[src/hdl/kot_pkg.sv]
`default_nettype none

package kot_pkg;

    // Number of slots in the table.
    localparam int TABLE_DEPTH = 64;

    // Widths of a slot index and of the live count (which can reach TABLE_DEPTH).
    localparam int IDX_W = (TABLE_DEPTH > 1) ? $clog2(TABLE_DEPTH) : 1;
    localparam int CNT_W = $clog2(TABLE_DEPTH + 1);

    // Field widths of the stream items.
    localparam int OPCODE_W = 2;
    localparam int SESS_W   = 8;
    localparam int KIND_W   = 5;
    localparam int HANDLE_W = 64;
    localparam int REF_W    = 64;
    localparam int STATUS_W = 2;
    localparam int LIVE_W   = 7;

    // The count is reported through its low LIVE_W bits.
    localparam int LIVE_X_W = (CNT_W > LIVE_W) ? CNT_W : LIVE_W;

    typedef enum logic [OPCODE_W-1:0] {
        OP_INSERT = 2'd0,
        OP_LOOKUP = 2'd1,
        OP_REMOVE = 2'd2,
        OP_FORGET = 2'd3
    } kot_op_t;

    localparam logic [STATUS_W-1:0] STAT_OK        = 2'd0;
    localparam logic [STATUS_W-1:0] STAT_NOT_FOUND = 2'd1;
    localparam logic [STATUS_W-1:0] STAT_FULL      = 2'd2;

    typedef enum logic [1:0] {
        ST_IDLE,
        ST_SCAN,
        ST_FINISH
    } kot_state_t;

    // One table entry as held by a cell.
    typedef struct packed {
        logic [SESS_W-1:0]   owner;
        logic [KIND_W-1:0]   kind;
        logic [HANDLE_W-1:0] handle;
        logic [REF_W-1:0]    obj_ref;
    } kot_entry_t;

    // Control broadcast from the controller to every cell.
    typedef struct packed {
        logic             shift;   // one rotation step of the live segment
        logic             feed;    // the head entry is kept and goes to the segment tail
        logic             append;  // the new entry is written at slot count
        logic [CNT_W-1:0] count;   // live count before this cycle
    } kot_cell_ctrl_t;

    function automatic logic [LIVE_W-1:0] to_live(input logic [CNT_W-1:0] cnt);
        logic [LIVE_X_W-1:0] wide;
        wide = LIVE_X_W'(cnt);
        return wide[LIVE_W-1:0];
    endfunction

endpackage

`default_nettype wire

[src/hdl/kot_cell.sv]
`default_nettype none

module kot_cell (
    input  wire                      clk,
    input  wire [kot_pkg::IDX_W-1:0] slot_index,
    input  kot_pkg::kot_cell_ctrl_t  ctrl,
    input  kot_pkg::kot_entry_t      head_entry,
    input  kot_pkg::kot_entry_t      neighbor_entry,
    input  kot_pkg::kot_entry_t      new_entry,
    output kot_pkg::kot_entry_t      entry
);
    import kot_pkg::*;

    kot_entry_t       entry_reg;
    kot_entry_t       entry_next;
    logic [CNT_W-1:0] idx_ext;
    logic [CNT_W-1:0] idx_plus;

    assign idx_ext  = CNT_W'(slot_index);
    assign idx_plus = CNT_W'(idx_ext + CNT_W'(1));

    // During a step, slots inside the live segment take their upper neighbor;
    // the last live slot takes the head back unless the head is dropped.
    always_comb
    begin
        entry_next = entry_reg;
        priority if (ctrl.shift && (idx_plus < ctrl.count))
        begin
            entry_next = neighbor_entry;
        end
        else if (ctrl.shift && ctrl.feed && (idx_plus == ctrl.count))
        begin
            entry_next = head_entry;
        end
        else if (ctrl.append && (idx_ext == ctrl.count))
        begin
            entry_next = new_entry;
        end
        else
        begin
            entry_next = entry_reg;
        end
    end

    always_ff @(posedge clk)
    begin
        entry_reg <= entry_next;
    end

    assign entry = entry_reg;

endmodule

`default_nettype wire

[config.mk]
export PLATFORM = sky130hd
export DESIGN_NAME = kot_cell
export DESIGN_NICKNAME = d
export VERILOG_FILES = /design/src/hdl/kot_pkg.sv /design/src/hdl/kot_cell.sv
export SDC_FILE = /design/constraint.sdc
export NUM_CORES = 1
export LEC_CHECK = 0
export BUFFER_PORTS_ARGS = -buffer_cell sky130_fd_sc_hd__buf_2
export CAP_MARGIN = 20
export CORE_AREA = 2 2 226 228
export DETAILED_ROUTE_END_ITERATION = 7
export DIE_AREA = 0 0 228 230
export SETUP_SLACK_MARGIN = 0.1
export SYNTH_ARGS = -nofsm -noshare
export SYNTH_HDL_FRONTEND = slang
export SYNTH_SLANG_ARGS = --single-unit
[constraint.sdc]
create_clock -name clk -period 19.9 [get_ports clk]
set_clock_uncertainty 0.1 [all_clocks]
set_input_delay 3.98 -clock clk [delete_from_list [all_inputs] [get_ports clk]]
set_output_delay 3.98 -clock clk [all_outputs]
set_load 0.02 [all_outputs]
==> Word-level counts from Yosys, hierarchy flattened <==
Index checks and enable logic that the tools add are counted.
{ "word_totals": {"reg_bits": 141, "input_bits": 440, "output_inout_bits": 141} }
{ "classes": {"n_addsub": 1, "magnitude_cmp": 1, "eq_ne": 2, "mux": 3, "reduce_logical": 5} }
{ "op_table": {"columns": ["operator", "count"], "rows": [
  ["$mux 141", 3],
  ["$add 6x1->7 const B", 1],
  ["$eq 6x7->1", 1],
  ["$eq 7x7->1", 1],
  ["$lt 7x7->1", 1],
  ["$logic_and 1x1->1", 4],
  ["$reduce_bool 3->1", 1]
]} }

==> Longest topological paths before layout <==
{ "depth": {"word_depth": 5, "depth_mapped": 11} }

==> Worst setup path before layout <==
Ideal clock, no wire load.
{ "synth_path": {"kind": "input to register", "from": "in slot_index[0] in the netlist's numbering", "to": "reg entry_reg (netlist bit entry[0]) (enable)", "setup_ns": 1.534, "arrival_time_ns": 8.644, "path_slack_ns": 9.623, "path_stages": 10, "cell_sequence": "ha_1 > nand3_1 > nor2_1 > ha_1 > nand4_1 > a21oi_1 > a2111oi_4 > buf_2 > buf_2 > nand3b_1"} }
{ "synth_via": {"elab_chain_cells": 4} }
{ "synth_lines": {"columns": ["item", "line", "rtl"], "rows": [
  ["from (decl)", "kot_cell.sv:5", "input wire [kot_pkg::IDX_W-1:0] slot_index,"],
  ["$add 6x1->7", "kot_cell.sv:20", "assign idx_plus = CNT_W'(idx_ext + CNT_W'(1));"],
  ["$lt 7x7->1 / $eq 7x7->1 (equally long branches)", "kot_cell.sv:27, kot_cell.sv:31", null],
  ["$logic_and 1x1->1 (on tied branches)", "kot_cell.sv:27, kot_cell.sv:31", null],
  ["$reduce_bool 3->1 (no line) (*)", null, null],
  ["to (signal assigned)", "kot_cell.sv:47", "entry_reg <= entry_next;"],
  ["to (decl)", "kot_cell.sv:14", "kot_entry_t entry_reg;"]
]} }
Every way passes the cells marked *; elsewhere a longest branch is shown, timed or not.
A chain may end at the register's enable or synchronous reset.

==> Worst setup path in the final report <==
{ "layout_path": {"from": "in slot_index[0] in the netlist's numbering", "to": "reg entry_reg (netlist bit entry[115]) (enable)"} }
The elaborated chain is that of the path after synthesis.

==> run summary <==
Finished Layout Cells: 1,758
Tmin final: 7.13 ns
Vias: 6,530
M3 GR Usage: 0.0361
Mux share of post-synthesis cell area: 0.420
Row cnt: 82
Comb pwr share: 0.263
Worst VDD drop: 44.9 uV
Post-Route Utilization: 0.248
Clock sinks: 141
Hpwl dp: 22,000 um
Leading register cell type out of synthesis: edfxtp_1
Top-area cell type share of the netlist area: 0.512
Postcts setup bufs: 0
Multi-input gate area: 0.00379 sq mm
Die area: 0.0524 sq mm
Clock buffer count from CTS: 17
Drt first pass iters: 4
Number of flip-flops in the largest register: 141
Grt met1 use: 0.105
Static Leak: 5.65 nW
Synth cell types: 23
RSZ-0062 raised after global routing: no
IO Port Bufs: 580
Synth Area in Adders: 0.0121
NetSw: 0.272 mW
Initial antenna violation count: 1
Top post-synthesis cells by area: edfxtp_1, mux2_2, mux2_4, buf_6, ha_1
First-pass GRT wire length: 39,300 um
Hold Path Cell Cnt: 2
Critical Path Source: slot_index[0]
Total Power: 0.918 mW
XOR/XNOR Fraction of Synth Area: 0.00952
Post-synth net total: 948
Initial Util: 0.166
# DRC: 0
# hold bufs at CTS: 0
Met2 Use GR: 0.178
CTS tree: yes
Die width: 228 um
CP Launch Type: primary input
Register bit total from synthesis: 141
Largest net degree at the start of global routing: 143
Clock root buffer: clkbuf_16
Tcrit/Tclk final: 0.358
Mapped Cells: 500
Die Ht: 230 um
EDFF count, synth: 141
Grt ovf: 0
Placer Congestion: 0.957
Synth Area in Compound Gates: 0.00514
Core area: 0.0499 sq mm
Mapped Avg Cell Area: 16.6 sq um
Crit-path max FO: 142
Register Area: 0.00423 sq mm
DR WL/cell: 15.4 um
Max-cap viol count: 0
CTS resizes: 0
Slew HR: 0.348
Post-Syn Area: 0.00828 sq mm
Most common cell in the synthesized netlist: mux2_2
Pint: 0.646 mW
Endpoints failing hold: 0
Synth Warn #: 0
Clock Path Buffers: 2
Critical path class: primary input to flop
Crit path DAT: 7.12 ns
Slew Viols, Final: 0
Status: completed
GRT Resource Usage Total: 0.101
Synth Area in Simple Gates: 0.0113
Vias in the first global route: 6,858
Largest family of logic cells by synthesized area: multiplexers
CTS clk-pin slew, worst paths: 0.06 ns
Tightest Hold Check Type: primary input to flop
Reg power frac: 0.430
Routed wire length: 27,100 um
Switching part of the total: 0.296
Number of diodes: 0
FMAX: 0.140 GHz
Iter 0 DRT Violations: 173
Placed Instances: 1,726
# fillers: 5,293
Cell area power density: 74.3 mW/mm^2
HP Start: neighbor_entry[18]
Setup TNS: 0 ns
Crit path capture type: flop
Setup violators final: 0
Fin nets: 1,521
Vias per cell: 3.71
Area leader, netlist: edfxtp_1
Post-synth ARST share: 0
Final antenna-violating net count: 0
Layout area overhead: 49.3%
I/O Pins: 581
Top cells by count, synth: mux2_2, edfxtp_1, mux2_4
Clk pwr share: 0.307
Register area share after synthesis: 0.512
Most used routing layer: met2
Transition time of the tightest slew-check pin: 0.979 ns
CTS H-tree depth: 4
Share of layout cells above drive strength 1: 0.825
Required @ worst endpoint: 19.89 ns
## power groups by stage
stage	Sequential, mW	Clock [mW]	Combinational, mW
2_1_floorplan	0.463	0	0.0768
5_1_grt	0.399	0.308	0.258
4_1_cts	0.396	0.297	0.246
3_3_place_gp	0.400	0	0.243
3_5_place_dp	0.401	0	0.245
6_report	0.395	0.282	0.241
## area by class of cell
class | count | share of cell area
Sequential cell | 141 | 0.343
Multi-Input combinational cell | 321 | 0.307
Timing Repair Buffer | 585 | 0.239
Tap cell | 672 | 0.0681
Clock buffer | 18 | 0.0347
Clock inverter | 14 | 0.00648
Inverter | 7 | 0.00213
## worst max-delay path: stages
cell and delay (ns):
buf_2 0.12, ha_1 0.21, nand3_1 0.12, nor2_1 0.06, ha_1 0.34, nand4_1 0.15
a21oi_1 0.08, a2111oi_4 0.39, buf_12 0.49, nand3b_1 0.32, buf_4 0.72
## final timing paths
check | endpoint | slack (ns)
hold / removal | entry[18] | 3.71
setup / recovery | entry[115] | 12.77
## stage by stage
step                setup slack (ns)  cell area, sq um  hold WS [ns]
floorplan                       9.62              8280          4.10
global placement               12.22             11800          4.18
detailed placement             12.12             11800          4.19
CTS                            12.64             12400          3.67
global route                   12.35             12400          3.67
finish                         12.77             12400          3.71
## placed cells by master (no fill, tap or decap), types with 2 or more instances in the layout
cell          n
clkinvlp_4    3
edfxtp_1    141
nand2_1       3
inv_1         7
mux2_4       79
nor2_1        3
clkinv_4      2
a21oi_1       2
clkinv_1      4
buf_2       580
xnor2_1       4
clkbuf_16    17
buf_4         4
clkinv_2      5
xor2_1        5
mux2_2      203
ha_1          8
nand4_1       2
nand3_1       4
## cell families after synthesis
group,after synthesis
multiplexers,282
adder cells (fa/ha/maj),8
AO/OA/AOI/OAI,4
buffers and inverters,38
XOR/XNOR,9
AND/OR/NAND/NOR,18
flip-flops,141
## per-layer routing
metal / part of all wire / vias to the layer above / wire length [um]
met5: 0.00048 / - / 13
met2: 0.51 / 338 / 13900
met3: 0.078 / 40 / 2110
met1: 0.37 / 3068 / 10100
li1: - / 3082 / -
met4: 0.035 / 2 / 950
Power figures use the tool's default switching activity.
