## src/hdl/kot_pkg.sv

```systemverilog
`default_nettype none

package kot_pkg;

    // Number of slots in the table.
    localparam int TABLE_DEPTH = 64;

    // Widths of a slot index and of the live count (which can reach TABLE_DEPTH).
    localparam int IDX_W = (TABLE_DEPTH > 1) ? $clog2(TABLE_DEPTH) : 1;
    localparam int CNT_W = $clog2(TABLE_DEPTH + 1);

    // Field widths of the stream items.
    localparam int OPCODE_W = 2;
    localparam int SESS_W   = 8;
    localparam int KIND_W   = 5;
    localparam int HANDLE_W = 64;
    localparam int REF_W    = 64;
    localparam int STATUS_W = 2;
    localparam int LIVE_W   = 7;

    // The count is reported through its low LIVE_W bits.
    localparam int LIVE_X_W = (CNT_W > LIVE_W) ? CNT_W : LIVE_W;

    typedef enum logic [OPCODE_W-1:0] {
        OP_INSERT = 2'd0,
        OP_LOOKUP = 2'd1,
        OP_REMOVE = 2'd2,
        OP_FORGET = 2'd3
    } kot_op_t;

    localparam logic [STATUS_W-1:0] STAT_OK        = 2'd0;
    localparam logic [STATUS_W-1:0] STAT_NOT_FOUND = 2'd1;
    localparam logic [STATUS_W-1:0] STAT_FULL      = 2'd2;

    typedef enum logic [1:0] {
        ST_IDLE,
        ST_SCAN,
        ST_FINISH
    } kot_state_t;

    // One table entry as held by a cell.
    typedef struct packed {
        logic [SESS_W-1:0]   owner;
        logic [KIND_W-1:0]   kind;
        logic [HANDLE_W-1:0] handle;
        logic [REF_W-1:0]    obj_ref;
    } kot_entry_t;

    // Control broadcast from the controller to every cell.
    typedef struct packed {
        logic             shift;   // one rotation step of the live segment
        logic             feed;    // the head entry is kept and goes to the segment tail
        logic             append;  // the new entry is written at slot count
        logic [CNT_W-1:0] count;   // live count before this cycle
    } kot_cell_ctrl_t;

    function automatic logic [LIVE_W-1:0] to_live(input logic [CNT_W-1:0] cnt);
        logic [LIVE_X_W-1:0] wide;
        wide = LIVE_X_W'(cnt);
        return wide[LIVE_W-1:0];
    endfunction

endpackage

`default_nettype wire

```

## src/hdl/kot_ctrl.sv

```systemverilog
`default_nettype none

module kot_ctrl (
    input  wire                         clk,
    input  wire                         rst_n,
    input  wire                         in_valid,
    output logic                        in_ready,
    input  kot_pkg::kot_op_t            in_op,
    input  wire [kot_pkg::SESS_W-1:0]   in_sess,
    input  wire [kot_pkg::KIND_W-1:0]   in_kind,
    input  wire [kot_pkg::HANDLE_W-1:0] in_handle,
    input  wire [kot_pkg::REF_W-1:0]    in_ref,
    output logic                        out_valid,
    input  wire                         out_ready,
    output logic [kot_pkg::STATUS_W-1:0] out_status,
    output logic [kot_pkg::REF_W-1:0]   out_ref,
    output logic [kot_pkg::LIVE_W-1:0]  out_live,
    input  kot_pkg::kot_entry_t         head_entry,
    output kot_pkg::kot_entry_t         feed_entry,
    output kot_pkg::kot_entry_t         new_entry,
    output kot_pkg::kot_cell_ctrl_t     cell_ctrl
);
    import kot_pkg::*;

    kot_state_t          state_reg;
    kot_state_t          state_next;

    kot_op_t             op_reg;
    logic [SESS_W-1:0]   sess_reg;
    logic [KIND_W-1:0]   kind_reg;
    logic [HANDLE_W-1:0] handle_reg;
    logic [REF_W-1:0]    ref_reg;

    logic [CNT_W-1:0]    count_reg;
    logic [CNT_W-1:0]    count_next;
    logic [CNT_W-1:0]    remain_reg;
    logic [CNT_W-1:0]    remain_next;
    logic                hit_reg;
    logic                hit_next;
    logic [REF_W-1:0]    found_reg;
    logic [REF_W-1:0]    found_next;

    logic                oval_reg;
    logic                oval_next;
    logic [STATUS_W-1:0] ostat_reg;
    logic [STATUS_W-1:0] ostat_next;
    logic [REF_W-1:0]    oref_reg;
    logic [REF_W-1:0]    oref_next;
    logic [LIVE_W-1:0]   olive_reg;
    logic [LIVE_W-1:0]   olive_next;

    logic                accept;
    logic                step;
    logic                finish;
    logic                out_free;
    logic                key_match;
    logic                drop;
    logic                table_full;
    logic                do_append;

    assign out_free   = !oval_reg || out_ready;
    assign table_full = (count_reg >= CNT_W'(TABLE_DEPTH));

    // Next state.
    always_comb
    begin
        state_next = state_reg;
        unique case (state_reg)
            ST_IDLE:
            begin
                if (in_valid)
                begin
                    state_next = ST_SCAN;
                end
            end
            ST_SCAN:
            begin
                if (remain_reg == '0)
                begin
                    state_next = ST_FINISH;
                end
            end
            ST_FINISH:
            begin
                if (out_free)
                begin
                    state_next = ST_IDLE;
                end
            end
            default:
            begin
                state_next = ST_IDLE;
            end
        endcase
    end

    // State decoded outputs.
    always_comb
    begin
        in_ready = 1'b0;
        step     = 1'b0;
        finish   = 1'b0;
        unique case (state_reg)
            ST_IDLE:
            begin
                in_ready = 1'b1;
            end
            ST_SCAN:
            begin
                step = (remain_reg != '0);
            end
            ST_FINISH:
            begin
                finish = out_free;
            end
            default:
            begin
                in_ready = 1'b0;
            end
        endcase
    end

    assign accept = in_valid && in_ready;

    // One head entry is examined per step.
    always_comb
    begin
        key_match = (head_entry.owner == sess_reg) && (head_entry.kind == kind_reg) &&
                    (head_entry.handle == handle_reg);
        drop      = ((op_reg == OP_REMOVE) && key_match) ||
                    ((op_reg == OP_FORGET) && (head_entry.owner == sess_reg));
        feed_entry = head_entry;
        if ((op_reg == OP_INSERT) && key_match)
        begin
            feed_entry.obj_ref = ref_reg;
        end
        do_append = finish && (op_reg == OP_INSERT) && !hit_reg && !table_full;
    end

    assign new_entry = '{owner: sess_reg, kind: kind_reg, handle: handle_reg, obj_ref: ref_reg};

    assign cell_ctrl = '{shift: step, feed: !drop, append: do_append, count: count_reg};

    always_comb
    begin
        count_next  = count_reg;
        remain_next = remain_reg;
        hit_next    = hit_reg;
        found_next  = found_reg;
        oval_next   = oval_reg;
        ostat_next  = ostat_reg;
        oref_next   = oref_reg;
        olive_next  = olive_reg;

        if (oval_reg && out_ready)
        begin
            oval_next = 1'b0;
        end

        if (accept)
        begin
            remain_next = count_reg;
            hit_next    = 1'b0;
            found_next  = '0;
        end

        if (step)
        begin
            remain_next = CNT_W'(remain_reg - CNT_W'(1));
            if (drop)
            begin
                count_next = CNT_W'(count_reg - CNT_W'(1));
            end
            if (key_match && (op_reg != OP_FORGET))
            begin
                hit_next = 1'b1;
                if (op_reg == OP_LOOKUP)
                begin
                    found_next = head_entry.obj_ref;
                end
            end
        end

        if (finish)
        begin
            oval_next = 1'b1;
            oref_next = '0;
            if (do_append)
            begin
                count_next = CNT_W'(count_reg + CNT_W'(1));
            end
            unique case (op_reg)
                OP_INSERT:
                begin
                    ostat_next = (hit_reg || !table_full) ? STAT_OK : STAT_FULL;
                end
                OP_LOOKUP:
                begin
                    ostat_next = hit_reg ? STAT_OK : STAT_NOT_FOUND;
                    oref_next  = found_reg;
                end
                OP_REMOVE:
                begin
                    ostat_next = hit_reg ? STAT_OK : STAT_NOT_FOUND;
                end
                OP_FORGET:
                begin
                    ostat_next = STAT_OK;
                end
                default:
                begin
                    ostat_next = STAT_OK;
                end
            endcase
            olive_next = to_live(count_next);
        end
    end

    always_ff @(posedge clk or negedge rst_n)
    begin
        if (!rst_n)
        begin
            state_reg  <= ST_IDLE;
            count_reg  <= '0;
            remain_reg <= '0;
            hit_reg    <= 1'b0;
            oval_reg   <= 1'b0;
        end
        else
        begin
            state_reg  <= state_next;
            count_reg  <= count_next;
            remain_reg <= remain_next;
            hit_reg    <= hit_next;
            oval_reg   <= oval_next;
        end
    end

    always_ff @(posedge clk)
    begin
        if (accept)
        begin
            op_reg     <= in_op;
            sess_reg   <= in_sess;
            kind_reg   <= in_kind;
            handle_reg <= in_handle;
            ref_reg    <= in_ref;
        end
        found_reg <= found_next;
        ostat_reg <= ostat_next;
        oref_reg  <= oref_next;
        olive_reg <= olive_next;
    end

    assign out_valid  = oval_reg;
    assign out_status = ostat_reg;
    assign out_ref    = oref_reg;
    assign out_live   = olive_reg;

endmodule

`default_nettype wire
```

## config.mk

```make
export PLATFORM = sky130hd
export DESIGN_NAME = kot_ctrl
export DESIGN_NICKNAME = d
export VERILOG_FILES = /design/src/hdl/kot_pkg.sv /design/src/hdl/kot_ctrl.sv
export SDC_FILE = /design/constraint.sdc
export NUM_CORES = 1
export LEC_CHECK = 0
export BUFFER_PORTS_ARGS = -buffer_cell sky130_fd_sc_hd__buf_4
export CAP_MARGIN = 10
export CORE_AREA = 10 10 246 248
export DETAILED_ROUTE_END_ITERATION = 16
export DIE_AREA = 0 0 256 258
export GPL_TIMING_DRIVEN = 0
export SLEW_MARGIN = 20
export SYNTH_ARGS = -nofsm -noshare
export SYNTH_HDL_FRONTEND = slang
export SYNTH_SLANG_ARGS = --single-unit
```

## constraint.sdc

```tcl
create_clock -name clk -period 6 [get_ports clk]
set_clock_uncertainty 0.05 [all_clocks]
set_input_delay 0.6 -clock clk [delete_from_list [all_inputs] [get_ports clk]]
set_output_delay 0.6 -clock clk [all_outputs]
set_load 0.01 [all_outputs]
```

# Yosys cells after proc, flatten, opt, wreduce, memory -nomap -nowiden
# Cells that the tools add are included.
word_totals:
  reg_bits: 298
  latch_bits: 0
  ramBits: 0
  romBits: 0
  input_bits: 288
  word_cells: 82
  mem_count: 0
op_classes:
  add_sub_neg: 3
  n_mul: 0
  div: 0
  magnitude_cmp: 1
  eq_ne: 12
  shifts: 0
  muxes: 26
  bitwise: 0
  n_reduce_logical: 26
op_table:
  columns: ["op", "count"]
  rows:
  - ["2-to-1 mux 64 bit", 5]
  - ["== test 64 bit", 1]
  - ["2-to-1 mux 7 bit", 6]
  - ["subtractor 7 x 1 -> 7 bit (second input constant)", 2]
  - ["one-hot mux 2 bit (3 select lines)", 2]
  - ["logical AND 1 bit", 11]
  - ["2-to-1 mux 1 bit", 9]
  - ["== test 8 bit", 1]
  - ["2-to-1 mux 2 bit", 4]
  - ["!= test 2 bit (second input constant)", 4]
  - ["adder 7 x 1 -> 7 bit (second input constant)", 1]
  - [">= comparator 7 bit (second input constant)", 1]
  - ["logical NOT 7 bit", 1]
  - ["nonzero test 7 bit", 1]
  - ["== test 2 bit (second input constant)", 3]
  - ["== test 5 bit", 1]
  - ["== test 2 x 1 -> 1 bit (second input constant)", 2]
  - ["logical NOT 1 bit", 4]
  - ["logical NOT 2 bit", 2]
  - ["nonzero test 2 bit", 2]
  - ["logical OR 1 bit", 3]
  - ["AND reduction 3 bit", 1]
  - ["OR reduction 2 bit", 1]

# Logic depth before layout (Yosys ltp)
# Gate-level depths: netlist of the first run.
depth:
  depth_word: 9
  mapped_depth: 12

# Least setup slack after synthesis of the first run
# OpenSTA, ideal clock, no wires.
synth_path:
  path_type: "input-to-reg"
  from: "in in_valid"
  to: "reg remain_reg[0]"
  setup_ps: 228
  arrival_time_ps: 4658
  setup_slack_ps: 1064
  cell_stages: 6
  path_buffers: 0
  path_cell_list: "nand2_1 > clkinv_1 > nor2_1 > nor2_1 > a21oi_1 > a21oi_1"
synth_between:
  elab_chain_cells: 2
synth_rtl:
  columns: ["item", "line_no", "rtl"]
  rows:
  - ["from (decl)", "kot_ctrl.sv:6", "input wire in_valid,"]
  - ["logical AND 1 bit", "kot_ctrl.sv:123", "assign accept = in_valid && in_ready;"]
  - ["named net accept", "kot_ctrl.sv:52", "logic accept;"]
  - ["nonzero test 2 bit (no source line)", null, null]
  - ["to (signal assigned)", "kot_ctrl.sv:233", "remain_reg <= remain_next;"]
  - ["to (decl)", "kot_ctrl.sv:36", "logic [CNT_W-1:0] remain_reg;"]
# The timed path passes the listed nets, and every way through them passes these cells.
# A chain may end at the register's enable or synchronous reset.

==> results of run 1 <==
routing by layer:
metal / vias up / track usage (%) / routed length (um)
li1: 4641 / - / -
met1: 4758 / 16.67 / 20310
met2: 456 / 26.66 / 26730
met3: 79 / 5.003 / 4189
met4: 6 / 5.720 / 1761
met5: - / 0 / 43
worst max-delay path, cell delays in order (launching register included):
cell and delay, ns:
edfxtp_1 0.44, xnor2_1 0.19, nand4_1 0.11, nor4_1 0.70, nand3_1 0.46, nor2_1 0.20, nand2_1 0.56, clkbuf_1 0.60
mux2_2 0.48, buf_4 0.16
what timing repair did:
| action | CTS | global route |
|---|---|---|
| hold buffers | 1 | 0 |
| buffers inserted | 0 | 0 |
| hold endpoints to repair | 18 | 0 |
placed cells by master (no fill, tap or decap), types with 20 or more instances in the layout:
| master | count |
|---|---|
| and2_1 | 64 |
| buf_4 | 733 |
| clkbuf_1 | 22 |
| clkbuf_16 | 40 |
| dfxtp_1 | 64 |
| edfxtp_1 | 216 |
| mux2_2 | 64 |
| nand2_1 | 141 |
| o21ai_0 | 46 |
| o21ai_1 | 20 |
| xnor2_1 | 85 |
power by group through the flow:
stage | clock network [uW] | logic [uW] | registers, uW
after floorplan | 0 | 527 | 2820
after global placement | 0 | 1440 | 2790
after detailed placement | 0 | 1500 | 2740
after CTS | 2440 | 1510 | 2690
after global routing | 2500 | 1590 | 2720
final | 2360 | 1470 | 2690
area by class of cell:
type                       instances  area share [%]
inverter                          13          0.2848
sequential                       298           41.57
multi-input combinational        519           17.45
clock buffer                      43           5.221
buffer                           117           3.936
timing repair buffer             660           25.47
antenna                            2         0.02531
clock inverter                    20           1.266
tap                              756           4.785
stage by stage:
stage	instance area (um2)	total power (uW)	setup slack (ns)
6_report	19770	6526	0.8866
3_3_place_gp	18350	4236	-2.139
5_1_grt	19770	6809	0.4841
3_5_place_dp	18470	4238	0.7307
4_1_cts	19770	6644	0.4080
2_1_floorplan	12490	3350	1.064
cells by family (layout without fill, tap and decap cells):
logic type | count (synthesis) | in the layout | synth area share [%]
AOI/OAI and AO/OA | 88 | 88 | 4.128
xor gates and xnor gates | 87 | 87 | 6.101
adders and majority gates | 8 | 8 | 0.8015
buffers and inverters | 130 | 853 | 6.642
DFF | 298 | 298 | 65.80
muxes | 64 | 64 | 5.770
other | 0 | 2 | 0
and+or+nand+nor | 272 | 272 | 10.76
cell usage after synthesis, drive strengths merged (4+ instances only):
master,count,area (um2)
nor4,6,43.79
nor3,6,30.03
inv,12,47.55
nor2,9,33.78
nand3,7,35.03
o221ai,4,35.03
edfxtp,216,6486
clkbuf,25,98.85
a21oi,5,25.02
and2,64,400.4
nand2,141,529.3
buf,92,679.4
nand4,18,112.6
nor2b,5,31.28
dfrtp,18,450.4
o21ai,66,330.3
xnor2,85,744.5
mux2,64,720.7
nand2b,6,47.54
ha,8,100.1
dfxtp,64,1281
worst max-delay path by stage:
| stage | from | depth (start not counted) | end |
|---|---|---|---|
| floorplan | in_valid | 6 | remain_reg[0]$_DFFE_PN0P_ |
| global placement | in_valid | 7 | remain_reg[0]$_DFFE_PN0P_ |
| detailed placement | head_entry[103] | 10 | feed_entry[5] |
| CTS | handle_reg[26]$_DFFE_PP_ | 9 | feed_entry[5] |
| global route | handle_reg[26]$_DFFE_PP_ | 9 | feed_entry[5] |
| finish | handle_reg[26]$_DFFE_PP_ | 9 | feed_entry[5] |
==> results by group, run 1 <==
Power
  – Leak Pwr: 0.008155 uW
  – Psw: 1878 uW
  – Net Sw Frac: between 20% and 30%
  – Max VDD drop: approximately 170 uV
  – Power Density: 330.1 nW/um2
  – Sequential group share of total power: 41.3%
  – Comb pwr share: about 23%
  – Internal power: roughly 4600 uW
  – Clk network pwr share: 36.1%

Final layout
  – FF+latch area: approximately 8000 um2
  – Ratio of cells with drive above 1 in the final layout: a little over half
  – Multi-input gate area: about 3400 um2
  – Final design utilization: a little over a third
  – Fin nets: between 1500 and 2000
  – Fin cells: around 2400
  – Fillers: roughly 5500
  – Area delta synth->final: 58.29%

Detailed routing
  – Via density: roughly 4.1
  – Total wire length: approximately 53 mm
  – Drt first pass iters: 5
  – Remaining DRCs: 0
  – Vias: 9940
  – Detail Route Antenna Nets: 0
  – Routed len/inst: 21.84 um
  – First DRT Iteration DRCs: slightly below 500

Clock tree
  – Post-cts gate resize count: 0
  – Worst-path clk slew: 0.06 ns
  – Clock latency on the worst-skew pair: around 0.54 ns
  – Clock Tree Buf Depth: 3
  – Root buffer cell: clkbuf_16
  – Clock Sink Count: 298
  – CTS tree: built
  – CTS buffer count: 36
  – H-tree depth: 2

Min path
  – HP Start: in_ref[49]
  – Worst hold stages: 1
  – Worst Hold Class: primary input to flop
  – Hold EP: ref_reg[49]$_DFFE_PP_

Global route
  – Largest net degree at the start of global routing: slightly below 80
  – Global-route wire length before repair: roughly 74 mm
  – GRT Overall Usage: about 15%
  – Initial antenna violation count: 4
  – Vias in the first global route: about 11000
  – Total grt overflow: 0

Floorplan
  – Io pins: roughly 660
  – Die height: approximately 260 um
  – Die ar.: 66050 um2
  – Cell row count: 87
  – Core area: ~56000 um2
  – Initial Utilization: around 22%
  – DIE WIDTH: roughly 260 um

Synthesis
  – Yosys cell types: 50
  – Cell Area, Synth: about 12000 um2
  – Synth Warn #: 0
  – Async SR Flop Fraction: a little over 6%
  – Synthesized flop and latch total: roughly 300
  – Post-synth EDFFs: approximately 220
  – Mapped Cells: 947
  – Syn_area_per_cell: approximately 13 um2
  – Top FF cell, synth: edfxtp_1
  – Post-synthesis sequential area ratio: around two thirds
  – Syn nets: 1243

Place
  – Port Buf Inserts: 654
  – GP Congestion: 0.8658
  – DP Wirelength: roughly 44 mm
  – Placed Instances: between 2000 and 2500

STA
  – Worst Max-Slew Pin Slew: 0.9770 ns
  – Achievable frequency: 195.6 MHz
  – Fin. Hold Viols: 0
  – WHS: between 0.15 and 0.2 ns
  – TNS Setup: 0 ns
  – Min Tclk post-route: 5.113 ns
  – RSZ-0062 raised after global routing: no
  – Slew HR: a little over a third
  – Tcrit/Tclk final: 85.22%
  – Count of final setup violators: 0
  – Fin. max-slew vios: 0

Job
  – Max Cap Viol: 0

Worst setup path
  – Crit end category: output port
  – Worst endpoint required time: about 5.4 ns
  – Crit path max fanout: 10
  – Critical Path AT: 4.46 ns
  – R2r startpoint: handle_reg[26]$_DFFE_PP_
  – R2r worst-path depth: 9
  – Startpoint types: flop
  – R2r endpoint: found_reg[4]$_DFF_P_
  – Crit path kind: flop to output port
  – Worst R2R Setup Slack: between 2 and 3 ns

Run status
  – Status: finished, final reports clean
(Power assumes the default switching activity.)
==> run 2: changes to the inputs <==
Settings changed: RECOVER_POWER set to 100.
==> results by group, run 2 (synthesized netlist as in run 1, its figures left out) <==
Detailed routing
  – First DRT Iteration DRCs: 589 (was 488)
  – Remaining DRCs: 0 (unchanged)
  – Routed len/inst: 21.80 um (was 21.84 um)
  – Via density: 4.067 (was 4.094)
  – Vias: 9883 (was 9940)
  – Drt first pass iters: 5 (unchanged)
  – Total wire length: 52.97 mm (was 53.03 mm)
  – Detail Route Antenna Nets: 0 (unchanged)

Power
  – Power Density: 345.0 nW/um2 (was 330.1 nW/um2)
  – Max VDD drop: 174.6 uV (about the same)
  – Leak Pwr: 0.006672 uW (was 0.008155 uW)

Floorplan
  – Core area: 55730 um2 (unchanged)
  – Initial Utilization: 22.41% (unchanged)
  – DIE WIDTH: 256 um (unchanged)
  – Io pins: 655 (unchanged)
  – Cell row count: 87 (unchanged)
  – Die height: 258 um (unchanged)
  – Die ar.: 66050 um2 (unchanged)

STA
  – Setup ws final: 0.8856 ns (was 0.8866 ns)
  – Fin. max-slew vios: 103 (was 0)
  – Tcrit/Tclk final: 85.24% (was 85.22%)
  – Count of final setup violators: 0 (unchanged)
  – TNS Setup: 0 ns (unchanged)
  – Worst Max-Slew Pin Slew: 2.003 ns (was 0.9770 ns)
  – Min Tclk post-route: 5.114 ns (was 5.113 ns)
  – WHS: 0.2019 ns (was 0.1799 ns)
  – Fin. Hold Viols: 0 (unchanged)
  – RSZ-0062 raised after global routing: no (unchanged)
  – Slew HR: -33.52% (was 34.86%)
  – Achievable frequency: 195.5 MHz (was 195.6 MHz)

Clock tree
  – Setup bufs post-CTS: 0 (unchanged)
  – Clock Tree Buf Depth: 3 (unchanged)
  – Root buffer cell: clkbuf_16 (unchanged)
  – Clock latency on the worst-skew pair: 0.54 ns (about the same)
  – CTS buffer count: 36 (unchanged)
  – Worst-path clk slew: 0.06 ns (about the same)
  – Clock Sink Count: 298 (unchanged)
  – H-tree depth: 2 (unchanged)
  – CTS tree: built (unchanged)

Min path
  – HP Start: in_ref[49] (unchanged)
  – Worst Hold Class: primary input to flop (unchanged)

Global route
  – GRT Overall Usage: 15.12% (unchanged)
  – Vias in the first global route: 10833 (unchanged)
  – GR Util met3: 5.003% (unchanged)
  – Top Usage Layer GRT: met2 (unchanged)
  – Initial antenna violation count: 7 (was 4)
  – Largest net degree at the start of global routing: 77 (unchanged)
  – Global-route wire length before repair: 74.20 mm (unchanged)
  – Met2 Use GR: 26.66% (unchanged)
  – Total grt overflow: 0 (unchanged)
  – GRT met1 Usage: 16.67% (unchanged)

Worst setup path
  – Startpoint types: flop (unchanged)
  – Crit end category: output port (unchanged)
  – Slowest CP cell: nor4_1 (unchanged)
  – Crit path max fanout: 10 (unchanged)
  – CP max stage delay: 0.69 ns (was 0.70 ns)
  – CP bufs+invs: 2 (unchanged)
  – R2r startpoint: handle_reg[26]$_DFFE_PP_ (unchanged)
  – Crit path kind: flop to output port (unchanged)
  – Crit path launch: handle_reg[26]$_DFFE_PP_ (unchanged)
  – Crit-path leading delay family: simple AND/OR/NAND/NOR gates (unchanged)
  – Critical Path AT: 4.46 ns (about the same)
  – Worst endpoint required time: 5.35 ns (about the same)
  – CP Cell Sequence: xnor2_1, nand4_1, nor4_1, nand3_1, nor2_1, nand2_1, clkbuf_1, mux2_1, buf_4 (was xnor2_1, nand4_1, nor4_1, nand3_1, nor2_1, nand2_1, clkbuf_1, mux2_2, buf_4)

Final layout
  – Final design utilization: 32.74% (was 35.47%)
  – Most frequent cells in the layout: clkbuf_1, buf_4, edfxtp_1 (was buf_4, edfxtp_1, nand2_1)
  – Fin nets: 1941 (unchanged)
  – Ratio of cells with drive above 1 in the final layout: 29.64% (was 53.05%)
  – Area delta synth->final: 46.10% (was 58.29%)
  – Commonest non-fill, non-tap cell in the layout: clkbuf_1 (was buf_4)
  – Cell area after layout: 18250 um2 (was 19770 um2)

Place
  – GP Congestion: 0.8658 (unchanged)
  – Post-Place Worst Slack: 0.7307 ns (unchanged)
  – Port Buf Inserts: 654 (unchanged)
  – DP Wirelength: 43.99 mm (unchanged)
  – DP Area: 18470 um2 (unchanged)

Run status
  – Status: finished, violations left (was finished, final reports clean)
  – Violations in the final reports: max-capacitance violations, max-slew violations

Job
  – Max Cap Viol: 2 (was 0)
run 2: changes by cell type in the layout (fill, tap and decap cells not counted), sizes merged:
cell | before | now
buf | 751 | 238
clkbuf | 68 | 581
clkinv | 9 | 8
clkinvlp | 5 | 6
diode | 2 | 4
run 2: layout make-up:
type                    instances  area (um2)
well taps                     756       945.9
flip-flops and latches        298        8218
diodes                          4       10.01
repair buffers                660        3586
clock buffers                  43        1032
inverters                      13       52.55
fillers                      5897       37490
clock inverters                20       250.2
multi-input cells             519        3412
plain buffers                 117       740.7
run 2: timing repair:
| item | CTS | global route |
|---|---|---|
| resized for setup | 0 | 0 |
| hold buffers | 1 | 0 |
| endpoints found under the hold margin | 18 | 0 |
| setup endpoints to repair | 0 | 0 |
run 2: metal layers:
| layer | up-vias | part of all wire, % |
|---|---|---|
| li1 | 4643 | - |
| met1 | 4716 | 39 |
| met2 | 434 | 50 |
| met3 | 82 | 7.8 |
| met4 | 8 | 3.4 |
| met5 | - | 0.094 |
run 2: power breakdown:
group | total, uW | switching, uW | leakage (uW) | internal [uW]
registers | 2700 | 166 | 0.00274 | 2540
clock network | 2360 | 911 | 0.000616 | 1450
logic | 1230 | 788 | 0.00331 | 445
run 2: worst paths after layout:
check	end	slack, ns	depth (start not counted)
min in group asynchronous	count_reg[4]$_DFF_PN0_	0.73	2
setup reg to reg	found_reg[54]$_DFF_P_	1.57	10
hold / removal	ref_reg[49]$_DFFE_PP_	0.20	1
hold reg to reg	found_reg[50]$_DFF_P_	0.40	2
setup / recovery	feed_entry[5]	0.89	9
max in group asynchronous	remain_reg[1]$_DFFE_PN0P_	4.51	2
run 2: through the flow:
stage	total power (uW)	cells
after floorplan	3350	947
after global placement	4236	2357
after detailed placement	4238	2362
after CTS	6644	2426
after global routing	6579	2427
final	6295	2430
